===== src/hw/rtl/namespace_hash_derivation_unit_defines.svh =====
// Assertion macros shared by the namespace hash derivation RTL.
// No dependencies; included by the modules that carry assertions.
`ifndef NAMESPACE_HASH_DERIVATION_UNIT_DEFINES_SVH
`define NAMESPACE_HASH_DERIVATION_UNIT_DEFINES_SVH

// Antecedent implies consequent in the same cycle.
`define NHD_ASSERT_IMPLY(label, clk, rst, ante, cons, msg) \
   label: assert property (@(posedge clk) disable iff (rst) (ante) |-> (cons)) else $error(msg);

// Antecedent implies consequent in the following cycle.
`define NHD_ASSERT_NEXT(label, clk, rst, ante, cons, msg) \
   label: assert property (@(posedge clk) disable iff (rst) (ante) |=> (cons)) else $error(msg);

// Condition must never hold.
`define NHD_ASSERT_NEVER(label, clk, rst, cond, msg) \
   label: assert property (@(posedge clk) disable iff (rst) !(cond)) else $error(msg);

`endif


===== src/hw/rtl/nhd_pkg.sv =====
// Shared types, constants and functions for the namespace hash derivation unit.
// No dependencies; every RTL module imports it.
package nhd_pkg;

   // FNV lane start values and low-lane byte offset
   localparam logic [63:0] LANE_HIGH_INIT  = 64'hCBF29CE484222325;
   localparam logic [63:0] LANE_LOW_INIT   = 64'h84222325CBF29CE4;
   localparam logic [8:0]  LOW_BYTE_OFFSET = 9'h09D;

   // splitmix64 finalizer constants
   localparam logic [63:0] MIX_GOLDEN = 64'h9E3779B97F4A7C15;
   localparam logic [63:0] MIX_MUL_A  = 64'hBF58476D1CE4E5B9;
   localparam logic [63:0] MIX_MUL_B  = 64'h94D049BB133111EB;

   // fallback salts
   localparam logic [63:0] SALT_HIGH = 64'h4F53545444464944;
   localparam logic [63:0] SALT_LOW  = 64'h534156454E414D45;

   // job queue between front and back; depth must be a power of two
   localparam int QUEUE_DEPTH = 2;
   localparam int QUEUE_PTR_W = $clog2(QUEUE_DEPTH);

   // register indexes of the configuration port
   typedef enum logic [1:0] {
      CSR_WORLD_SEED = 2'd0,
      CSR_MAP_WIDTH  = 2'd1,
      CSR_MAP_HEIGHT = 2'd2,
      CSR_START_YEAR = 2'd3
   } csr_index_type;

   typedef struct packed {
      logic [7:0] data_byte;
      logic       last_byte;
      logic       empty_string;
   } req_type;

   typedef struct packed {
      logic [63:0] space_high;
      logic [63:0] space_low;
      logic        used_fallback;
   } rsp_type;

   typedef struct packed {
      logic [31:0]        world_seed;
      logic [31:0]        map_width;
      logic [31:0]        map_height;
      logic signed [31:0] start_year;
   } cfg_type;

   // one finished string or fallback request travelling front to back
   typedef struct packed {
      logic        use_fallback;
      logic [63:0] lane_high;
      logic [63:0] lane_low;
   } job_type;

   // multiply by the FNV prime 2^40 + 0x1B3, modulo 2^64
   function automatic logic [63:0] fnv_prime_mul(input logic [63:0] x);
      return (x << 40) + (x << 8) + (x << 7) + (x << 5) + (x << 4) + (x << 1) + x;
   endfunction

endpackage


===== src/hw/rtl/nhd_front.sv =====
// Front part: absorbs identifier bytes into the two FNV lanes and hands
// finished strings or fallback requests to the job queue. Uses nhd_pkg.
module nhd_front
   import nhd_pkg::*;
(
   input  logic    clock,
   input  logic    reset,
   input  logic    accept,
   input  req_type req,
   output logic    push,
   output job_type job
);

   logic [63:0] lane_high_ff, lane_high_in;
   logic [63:0] lane_low_ff, lane_low_in;
   logic [63:0] high_step;
   logic [63:0] low_step;

   // fold one byte into both lanes
   always_comb begin
      high_step = fnv_prime_mul(lane_high_ff ^ {56'd0, req.data_byte});
      low_step  = fnv_prime_mul(lane_low_ff ^
                                {55'd0, {1'b0, req.data_byte} + LOW_BYTE_OFFSET});
   end

   // hand over on the last byte or an empty string, then restart the lanes
   always_comb begin
      push              = accept && (req.empty_string || req.last_byte);
      job.use_fallback  = req.empty_string;
      job.lane_high     = high_step;
      job.lane_low      = low_step;
      lane_high_in      = lane_high_ff;
      lane_low_in       = lane_low_ff;
      if (accept) begin
         if (push) begin
            lane_high_in = LANE_HIGH_INIT;
            lane_low_in  = LANE_LOW_INIT;
         end else begin
            lane_high_in = high_step;
            lane_low_in  = low_step;
         end
      end
   end

   always_ff @(posedge clock) begin
      if (reset) begin
         lane_high_ff <= LANE_HIGH_INIT;
         lane_low_ff  <= LANE_LOW_INIT;
      end else begin
         lane_high_ff <= lane_high_in;
         lane_low_ff  <= lane_low_in;
      end
   end

endmodule


===== src/hw/rtl/nhd_queue.sv =====
// Short job queue that decouples the byte front from the finalizer back.
// Uses nhd_pkg for the job type and depth.
`include "namespace_hash_derivation_unit_defines.svh"
module nhd_queue
   import nhd_pkg::*;
(
   input  logic    clock,
   input  logic    reset,
   input  logic    push,
   input  job_type push_job,
   input  logic    pop,
   output logic    full,
   output logic    not_empty,
   output job_type head_job
);

   job_type                entries_ff [QUEUE_DEPTH];
   logic [QUEUE_PTR_W-1:0] wr_ptr_ff, wr_ptr_in;
   logic [QUEUE_PTR_W-1:0] rd_ptr_ff, rd_ptr_in;
   logic [QUEUE_PTR_W:0]   count_ff, count_in;

   assign full      = (count_ff == (QUEUE_PTR_W+1)'(QUEUE_DEPTH));
   assign not_empty = (count_ff != '0);
   assign head_job  = entries_ff[rd_ptr_ff];

   // advance pointers and occupancy
   always_comb begin
      wr_ptr_in = push ? wr_ptr_ff + 1'b1 : wr_ptr_ff;
      rd_ptr_in = pop ? rd_ptr_ff + 1'b1 : rd_ptr_ff;
      count_in  = count_ff;
      if (push && !pop) begin
         count_in = count_ff + 1'b1;
      end else if (pop && !push) begin
         count_in = count_ff - 1'b1;
      end
   end

   always_ff @(posedge clock) begin
      if (reset) begin
         wr_ptr_ff <= '0;
         rd_ptr_ff <= '0;
         count_ff  <= '0;
      end else begin
         wr_ptr_ff <= wr_ptr_in;
         rd_ptr_ff <= rd_ptr_in;
         count_ff  <= count_in;
      end
   end

   // store the word at the write slot
   always_ff @(posedge clock) begin
      if (push) begin
         entries_ff[wr_ptr_ff] <= push_job;
      end
   end

   `NHD_ASSERT_NEVER(a_no_overflow, clock, reset, push && full,
                     "push into a full job queue")
   `NHD_ASSERT_NEVER(a_no_underflow, clock, reset, pop && !not_empty,
                     "pop from an empty job queue")
   `NHD_ASSERT_NEVER(a_count_bound, clock, reset,
                     count_ff > (QUEUE_PTR_W+1)'(QUEUE_DEPTH),
                     "job queue occupancy beyond its depth")

endmodule


===== src/hw/rtl/nhd_mix.sv =====
// Iterative splitmix64 finalizer: each 64x64 multiply runs as three
// 32x32 partial products on one shared multiplier. Uses nhd_pkg.
module nhd_mix
   import nhd_pkg::*;
(
   input  logic        clock,
   input  logic        reset,
   input  logic        start,
   input  logic [63:0] operand,
   output logic        done,
   output logic [63:0] result
);

   // partial product order: low*low, high*low, low*high
   localparam logic [1:0] PART_LL = 2'd0;
   localparam logic [1:0] PART_HL = 2'd1;
   localparam logic [1:0] PART_LH = 2'd2;

   logic        busy_ff, busy_in;
   logic        done_ff, done_in;
   logic        round_ff, round_in;
   logic [1:0]  part_ff, part_in;
   logic [63:0] opnd_ff, opnd_in;
   logic [63:0] acc_ff, acc_in;
   logic [63:0] result_ff, result_in;
   logic [63:0] pre_add;
   logic [63:0] mul_const;
   logic [31:0] mul_a;
   logic [31:0] mul_b;
   logic [63:0] product;
   logic [63:0] acc_sum;

   assign done   = done_ff;
   assign result = result_ff;

   always_comb begin
      pre_add   = operand + MIX_GOLDEN;
      mul_const = round_ff ? MIX_MUL_B : MIX_MUL_A;
      mul_a     = (part_ff == PART_HL) ? opnd_ff[63:32] : opnd_ff[31:0];
      mul_b     = (part_ff == PART_LH) ? mul_const[63:32] : mul_const[31:0];
      product   = {32'd0, mul_a} * {32'd0, mul_b};
      acc_sum   = acc_ff + {product[31:0], 32'd0};
   end

   // step through the partial products of both rounds
   always_comb begin
      busy_in   = busy_ff;
      done_in   = 1'b0;
      round_in  = round_ff;
      part_in   = part_ff;
      opnd_in   = opnd_ff;
      acc_in    = acc_ff;
      result_in = result_ff;
      if (start) begin
         busy_in  = 1'b1;
         round_in = 1'b0;
         part_in  = PART_LL;
         opnd_in  = pre_add ^ (pre_add >> 30);
      end else if (busy_ff) begin
         unique case (part_ff)
            PART_LL: begin
               acc_in  = product;
               part_in = PART_HL;
            end
            PART_HL: begin
               acc_in  = acc_sum;
               part_in = PART_LH;
            end
            PART_LH: begin
               part_in = PART_LL;
               if (!round_ff) begin
                  opnd_in  = acc_sum ^ (acc_sum >> 27);
                  round_in = 1'b1;
               end else begin
                  result_in = acc_sum ^ (acc_sum >> 31);
                  busy_in   = 1'b0;
                  done_in   = 1'b1;
               end
            end
            default: begin
               part_in = PART_LL;
            end
         endcase
      end
   end

   always_ff @(posedge clock) begin
      if (reset) begin
         busy_ff  <= 1'b0;
         done_ff  <= 1'b0;
         round_ff <= 1'b0;
         part_ff  <= PART_LL;
      end else begin
         busy_ff  <= busy_in;
         done_ff  <= done_in;
         round_ff <= round_in;
         part_ff  <= part_in;
      end
   end

   always_ff @(posedge clock) begin
      opnd_ff   <= opnd_in;
      acc_ff    <= acc_in;
      result_ff <= result_in;
   end

endmodule


===== src/hw/rtl/nhd_back.sv =====
// Back part: takes jobs from the queue, finalizes the lanes or the fallback
// words on the shared mixer and holds the result word. Uses nhd_pkg, nhd_mix.
`include "namespace_hash_derivation_unit_defines.svh"
module nhd_back
   import nhd_pkg::*;
(
   input  logic    clock,
   input  logic    reset,
   input  cfg_type cfg,
   input  logic    job_valid,
   input  job_type job,
   output logic    pop,
   output logic    rsp_valid,
   input  logic    rsp_stall,
   output rsp_type rsp_data
);

   typedef enum logic [4:0] {
      S_IDLE   = 5'b00001,
      S_STR_HI = 5'b00010,
      S_STR_LO = 5'b00100,
      S_FB_HI  = 5'b01000,
      S_FB_LO  = 5'b10000
   } back_state_type;

   back_state_type state_ff, state_in;
   job_type        job_ff, job_in;
   logic [63:0]    word_hi_ff, word_hi_in;
   logic           rsp_valid_ff, rsp_valid_in;
   rsp_type        rsp_ff, rsp_in;
   logic           mix_start;
   logic [63:0]    mix_operand;
   logic           mix_done;
   logic [63:0]    mix_result;
   logic [63:0]    geometry;
   logic [63:0]    fb_high_seed;
   logic [63:0]    fb_low_seed;

   nhd_mix u_mix (
      .clock   (clock),
      .reset   (reset),
      .start   (mix_start),
      .operand (mix_operand),
      .done    (mix_done),
      .result  (mix_result)
   );

   // fallback inputs from seed, map size and year
   always_comb begin
      geometry     = {cfg.map_width, cfg.map_height};
      fb_high_seed = {cfg.world_seed, 32'd0} ^ geometry ^ SALT_HIGH;
      fb_low_seed  = geometry ^ {cfg.start_year, 32'd0} ^ {32'd0, cfg.world_seed}
                     ^ SALT_LOW;
   end

   assign pop       = (state_ff == S_IDLE) && job_valid && !rsp_valid_ff;
   assign rsp_valid = rsp_valid_ff;
   assign rsp_data  = rsp_ff;

   // sequence the finalizer passes and load the result word
   always_comb begin
      state_in     = state_ff;
      job_in       = job_ff;
      word_hi_in   = word_hi_ff;
      rsp_valid_in = rsp_valid_ff && rsp_stall;
      rsp_in       = rsp_ff;
      mix_start    = 1'b0;
      mix_operand  = job_ff.lane_low;
      unique case (state_ff)
         S_IDLE: begin
            if (pop) begin
               job_in    = job;
               mix_start = 1'b1;
               if (job.use_fallback) begin
                  mix_operand = fb_high_seed;
                  state_in    = S_FB_HI;
               end else begin
                  mix_operand = job.lane_high;
                  state_in    = S_STR_HI;
               end
            end
         end
         S_STR_HI: begin
            if (mix_done) begin
               word_hi_in  = mix_result;
               mix_start   = 1'b1;
               mix_operand = job_ff.lane_low;
               state_in    = S_STR_LO;
            end
         end
         S_STR_LO: begin
            if (mix_done) begin
               if (word_hi_ff == '0 && mix_result == '0) begin
                  mix_start   = 1'b1;
                  mix_operand = fb_high_seed;
                  state_in    = S_FB_HI;
               end else begin
                  rsp_in.space_high    = word_hi_ff;
                  rsp_in.space_low     = mix_result;
                  rsp_in.used_fallback = 1'b0;
                  rsp_valid_in         = 1'b1;
                  state_in             = S_IDLE;
               end
            end
         end
         S_FB_HI: begin
            if (mix_done) begin
               word_hi_in  = mix_result;
               mix_start   = 1'b1;
               mix_operand = fb_low_seed;
               state_in    = S_FB_LO;
            end
         end
         S_FB_LO: begin
            if (mix_done) begin
               rsp_in.space_high    = word_hi_ff;
               rsp_in.space_low     = (word_hi_ff == '0 && mix_result == '0) ?
                                      64'd1 : mix_result;
               rsp_in.used_fallback = 1'b1;
               rsp_valid_in         = 1'b1;
               state_in             = S_IDLE;
            end
         end
         default: begin
            state_in = S_IDLE;
         end
      endcase
   end

   always_ff @(posedge clock) begin
      if (reset) begin
         state_ff     <= S_IDLE;
         rsp_valid_ff <= 1'b0;
      end else begin
         state_ff     <= state_in;
         rsp_valid_ff <= rsp_valid_in;
      end
   end

   always_ff @(posedge clock) begin
      job_ff     <= job_in;
      word_hi_ff <= word_hi_in;
      rsp_ff     <= rsp_in;
   end

   `NHD_ASSERT_IMPLY(a_done_when_busy, clock, reset, mix_done, state_ff != S_IDLE,
                     "mixer finished with no job in hand")
   `NHD_ASSERT_IMPLY(a_fallback_nonzero, clock, reset,
                     rsp_valid_ff && rsp_ff.used_fallback,
                     rsp_ff.space_high != '0 || rsp_ff.space_low != '0,
                     "fallback namespace is all zero")
   `NHD_ASSERT_IMPLY(a_string_nonzero, clock, reset,
                     rsp_valid_ff && !rsp_ff.used_fallback,
                     rsp_ff.space_high != '0 || rsp_ff.space_low != '0,
                     "zero string namespace not replaced")
   `NHD_ASSERT_NEXT(a_result_from_last_pass, clock, reset,
                    !rsp_valid_ff && state_ff == S_IDLE, !rsp_valid_ff,
                    "result word raised with no pass finished")

endmodule


===== src/hw/rtl/namespace_hash_derivation_unit.sv =====
// Top level of the namespace hash derivation unit: configuration registers,
// byte front, job queue and finalizer back. Uses nhd_pkg and the nhd_ modules.
//
//   port group  direction  handshake           word
//   req_        in         req_valid/req_stall  req_type: byte, last, empty
//   rsp_        out        rsp_valid/rsp_stall  rsp_type: 128-bit namespace, fallback
//   csr_        in         csr_write_en         2-bit index, 32-bit data
//
// Bytes are taken one per cycle while the two-entry job queue has room.
// A string namespace is finalized by a high-word pass and then a low-word pass
// on the mixer; a fallback likewise, and a string whose words both finalize
// to zero then runs the fallback passes too. The mixer has one shared 32x32
// multiplier: three partial products per multiply, two multiplies per 64-bit word.
// Reset is synchronous; it restarts the lanes and clears the queue, sequencer and registers.
// req_stall rises while the queue is full; rsp_stall holds the result and
// keeps the next job waiting in the queue.
module namespace_hash_derivation_unit
   import nhd_pkg::*;
(
   input  logic          clock,
   input  logic          reset,
   input  logic          req_valid,
   output logic          req_stall,
   input  req_type       req_data,
   output logic          rsp_valid,
   input  logic          rsp_stall,
   output rsp_type       rsp_data,
   input  logic          csr_write_en,
   input  csr_index_type csr_index,
   input  logic [31:0]   csr_write_data
);

   cfg_type cfg_ff, cfg_in;
   logic    req_accept;
   logic    q_push;
   job_type q_push_job;
   logic    q_pop;
   logic    q_full;
   logic    q_not_empty;
   job_type q_head_job;

   // decode configuration writes
   always_comb begin
      cfg_in = cfg_ff;
      if (csr_write_en) begin
         unique case (csr_index)
            CSR_WORLD_SEED: cfg_in.world_seed = csr_write_data;
            CSR_MAP_WIDTH:  cfg_in.map_width  = csr_write_data;
            CSR_MAP_HEIGHT: cfg_in.map_height = csr_write_data;
            CSR_START_YEAR: cfg_in.start_year = csr_write_data;
            default:        cfg_in            = cfg_ff;
         endcase
      end
   end

   always_ff @(posedge clock) begin
      if (reset) begin
         cfg_ff <= '0;
      end else begin
         cfg_ff <= cfg_in;
      end
   end

   // hold input words while the queue is full
   assign req_stall  = q_full;
   assign req_accept = req_valid && !q_full;

   nhd_front u_front (
      .clock  (clock),
      .reset  (reset),
      .accept (req_accept),
      .req    (req_data),
      .push   (q_push),
      .job    (q_push_job)
   );

   nhd_queue u_queue (
      .clock     (clock),
      .reset     (reset),
      .push      (q_push),
      .push_job  (q_push_job),
      .pop       (q_pop),
      .full      (q_full),
      .not_empty (q_not_empty),
      .head_job  (q_head_job)
   );

   nhd_back u_back (
      .clock     (clock),
      .reset     (reset),
      .cfg       (cfg_ff),
      .job_valid (q_not_empty),
      .job       (q_head_job),
      .pop       (q_pop),
      .rsp_valid (rsp_valid),
      .rsp_stall (rsp_stall),
      .rsp_data  (rsp_data)
   );

endmodule

===== config.mk =====
export PLATFORM = sky130hd
export DESIGN_NAME = namespace_hash_derivation_unit
export DESIGN_NICKNAME = d
export VERILOG_FILES = /design/src/hw/rtl/nhd_pkg.sv /design/src/hw/rtl/nhd_front.sv /design/src/hw/rtl/nhd_queue.sv /design/src/hw/rtl/nhd_mix.sv /design/src/hw/rtl/nhd_back.sv /design/src/hw/rtl/namespace_hash_derivation_unit.sv
export VERILOG_INCLUDE_DIRS = /design/src /design/src/hw/rtl
export SDC_FILE = /design/constraint.sdc
export NUM_CORES = 2
export LEC_CHECK = 0
export ABC_AREA = 1
export BUFFER_PORTS_ARGS = -buffer_cell sky130_fd_sc_hd__clkbuf_2
export CAP_MARGIN = 25
export CORE_ASPECT_RATIO = 1.2
export CORE_MARGIN = 3
export CORE_UTILIZATION = 55
export CTS_BUF_LIST = sky130_fd_sc_hd__clkbuf_4 sky130_fd_sc_hd__clkbuf_8 sky130_fd_sc_hd__clkbuf_16
export DETAILED_ROUTE_END_ITERATION = 8
export PLACE_DENSITY = 0.71
export SYNTH_ARGS = -nofsm -noshare
export SYNTH_HDL_FRONTEND = slang
export SYNTH_SLANG_ARGS = --single-unit

===== constraint.sdc =====
create_clock -name clock -period 17.83 [get_ports clock]
set_clock_uncertainty 0.15 [all_clocks]
set_input_delay 1.783 -clock clock [delete_from_list [all_inputs] [get_ports clock]]
set_output_delay 1.783 -clock clock [all_outputs]
set_load 0.005 [all_outputs]

==> run_results.csv <==
group,metric,value,unit
outcome,status,"complete, no violations",
drt,ant_nets,0,
clocking,cts_root_buf,"clkbuf_16",
worst_setup_path,crit_family,"adder cells",
logic_synthesis,netlist.area_leader.share,0.2797,
die,die_w,384.7,microns
drt,drc,0,
job,maxCapViolations,0,
worst_setup_path,critPathKind,"reg2reg",
worst_setup_path,cp.depth,39,
worst_setup_path,crit_path_max_fanout,73,
cells_and_area,seqCellArea,0.02668,sq mm
logic_synthesis,syn_area,0.09464,sq mm
worst_setup_path,reg2regPathDepth,39,
logic_synthesis,syn-num-nets,12410,
logic_synthesis,yosys-top-cells-area,"fa_1 28%, edfxtp_1 22%, inv_1 9.1%",
die,initial_core_util,0.5543,
cells_and_area,final_nets,12480,
timing,rsz0062_at_grt,"no",
clocking,cts.path.max_buffers,3,
drt,via_count,73280,
clocking,cts_tree,"built",
clocking,insertion_delay,0.75,ns
clocking,cts_buffers,101,
worst_setup_path,cp_slowest_cell,"xor2_1",
worst_setup_path,cp-end-kind,"register",
logic_synthesis,avgSynthCellArea,9.048,sq um
cells_and_area,syn2layout_area_growth,7.385,%
grt,grt-ovfl-total,0,
logic_synthesis,ys_warn_count,0,
clocking,htreeDepth,3,
hold_path,worst_hold_path.num_cells,0,
logic_synthesis,async_flop_share,0,
grt,antenna_found_initial,13,
die,core,0.1707,sq mm
die,die_y,460.4,microns
drt,first_pass_iters,6,
die,row_count,166,
placed_design,gp_congestion,1.050,
timing,max_freq,76.65,MHz
timing,period_share,0.7318,
logic_synthesis,synth.ff_latch_count,979,
worst_setup_path,max_stage_delay,0.71,ns
die,ios,180,
cells_and_area,fillers,14950,
logic_synthesis,yosys.area.top_type,"fa_1",
timing,setup_violations,0,
grt,grt_use_total,0.3943,
clocking,cts_hold_buffers,0,
drt,drt_wl_total,345900,microns
drt,drt-initial-drc-count,6847,
drt,avgRoutedWirePerCell,26.82,microns
logic_synthesis,yosysSeqAreaShare,0.2819,
timing,max_slew.worst_pin.slew,1.131,ns
cells_and_area,multi_input_area,0.05811,sq mm
hold_path,hold_path.class,"reg2reg",
worst_setup_path,crit_arrival,13.35,ns
worst_setup_path,cp.required,18.13,ns
cells_and_area,drive_gt1_frac,0.05906,
clocking,path_clk_slew,0.06,ns
timing,finalHoldViolCount,0,
grt,grt_pass1_wl,504300,microns
drt,vias_per_cell,5.682,
timing,slew_headroom,0.2433,
placed_design,detailed_place_hpwl,286700,microns
logic_synthesis,ys.flop_type,"edfxtp_1",
timing,fin_setup_tns,0,ns
worst_setup_path,crit_top_cell,"inv_1",
clocking,post_cts_buffers,0,
clocking,clock_sinks,979,
worst_setup_path,start_kind,"register",
logic_synthesis,synth_edf_count,707,
logic_synthesis,syn_inst,10460,
grt,grt_pass1_vias,75580,
placed_design,io_buffers,179,
worst_setup_path,path_buf_inv,10,
logic_synthesis,synth.distinct_cells,64,
clocking,post_cts_resized,0,
grt,grt_max_degree,83,
die,die-area,0.1771,sq mm
timing,slew_viol_final,0,
timing,period_minus_slack,13.05,ns
==> through the flow <==
step	instance area, sq um	utilization	cells	setup WS (ns)	hold WS [ns]
detailed placement	97980	0.5739	12690	5.083	0.2849
finish	101600	0.5953	12900	4.783	0.2968
global placement	97890	0.5734	12690	5.183	0.2815
floorplan	94640	-	10460	7.971	0.2772
global route	101600	0.5951	12890	4.277	0.3052
CTS	101500	0.5946	12880	5.037	0.2996
==> cell usage in the layout, fill, tap and decap left out, types with 178 or more instances in the layout <==
master    synthesis  routed
o21ai_0         446     431
clkbuf_2          0     178
ha_1            579     579
nand3_1         257     255
xor2_1          245     245
a21oi_1         524     523
edfxtp_1        707     707
nor2_1         1025    1016
inv_1          2294    2292
fa_1           1322    1322
nand2_1        1672    1672
dfxtp_1         272     270
==> final cells by class <==
class / instances / area share
Antenna cell: 12 / 0.0002955
Multi-Input combinational cell: 6853 / 0.5718
Clock inverter: 56 / 0.007030
Clock buffer: 134 / 0.02785
Inverter: 2316 / 0.08558
Tap cell: 2268 / 0.02792
Sequential cell: 979 / 0.2625
Timing Repair Buffer: 279 / 0.01701
==> routing by layer <==
metal | vias up | global-route usage | wire length (microns)
li1 | 32620 | - | -
met1 | 36270 | 0.4739 | 125600
met2 | 3393 | 0.6503 | 164100
met3 | 984 | 0.06803 | 26830
met4 | 4 | 0.2664 | 29270
met5 | - | 0 | 23
==> synthesized netlist by cell type (37+ instances only) <==
cell type and number:
a21oi_1 524, a31oi_1 100, clkbuf_1 260, dfxtp_1 272
edfxtp_1 707, fa_1 1322, ha_1 579, inv_1 2294
mux2i_1 38, nand2_1 1672, nand3_1 257, nand4_1 37
nor2_1 1025, o211ai_1 55, o21ai_0 446, o21ai_1 48
xnor2_1 147, xor2_1 245
==> path summary, 6_finish.rpt <==
check,to,startpoint,slack (ns)
max reg2reg,u_back.u_mix.opnd_ff[35]$_DFFE_PP_,u_back.u_mix.part_ff[0]$_SDFFE_PP0P_,4.78
min reg2reg,u_back.rsp_data[93]$_DFFE_PP_,u_back.word_hi_ff[28]$_DFFE_PP_,0.30
max,u_back.u_mix.opnd_ff[35]$_DFFE_PP_,u_back.u_mix.part_ff[0]$_SDFFE_PP0P_,4.78
min,u_back.rsp_data[93]$_DFFE_PP_,u_back.word_hi_ff[28]$_DFFE_PP_,0.30
==> cells by family (layout without fill, tap and decap cells) <==
logic type,Yosys count,in the layout,share of synthesized area
buf+inv,2628,2785,0.1055
other cells,1,13,0.00003963
compound gates,1314,1314,0.07631
simple gates,3206,3206,0.1396
flops,979,979,0.2819
xor+xnor,393,393,0.03645
fa+ha+maj,1901,1901,0.3562
mux,38,38,0.004019
==> state kept, by name (all words and copies together) (netlist names), 64 cells and up, named ones only <==
| name | count |
|---|---|
| u_back.u_mix.result | 64 |
| u_back.job_ff | 64 |
| cfg_ff | 128 |
| u_back.rsp_data | 129 |
| u_back.u_mix.acc_ff | 64 |
| u_front.lane_high_ff | 64 |
| u_back.u_mix.opnd_ff | 64 |
| u_queue.entries_ff | 258 |
| u_front.lane_low_ff | 64 |
| u_back.word_hi_ff | 64 |
Power is left out: the tool's default activity adds up to more than one toggle a clock period on the data nets, which glitch-free logic cannot reach.
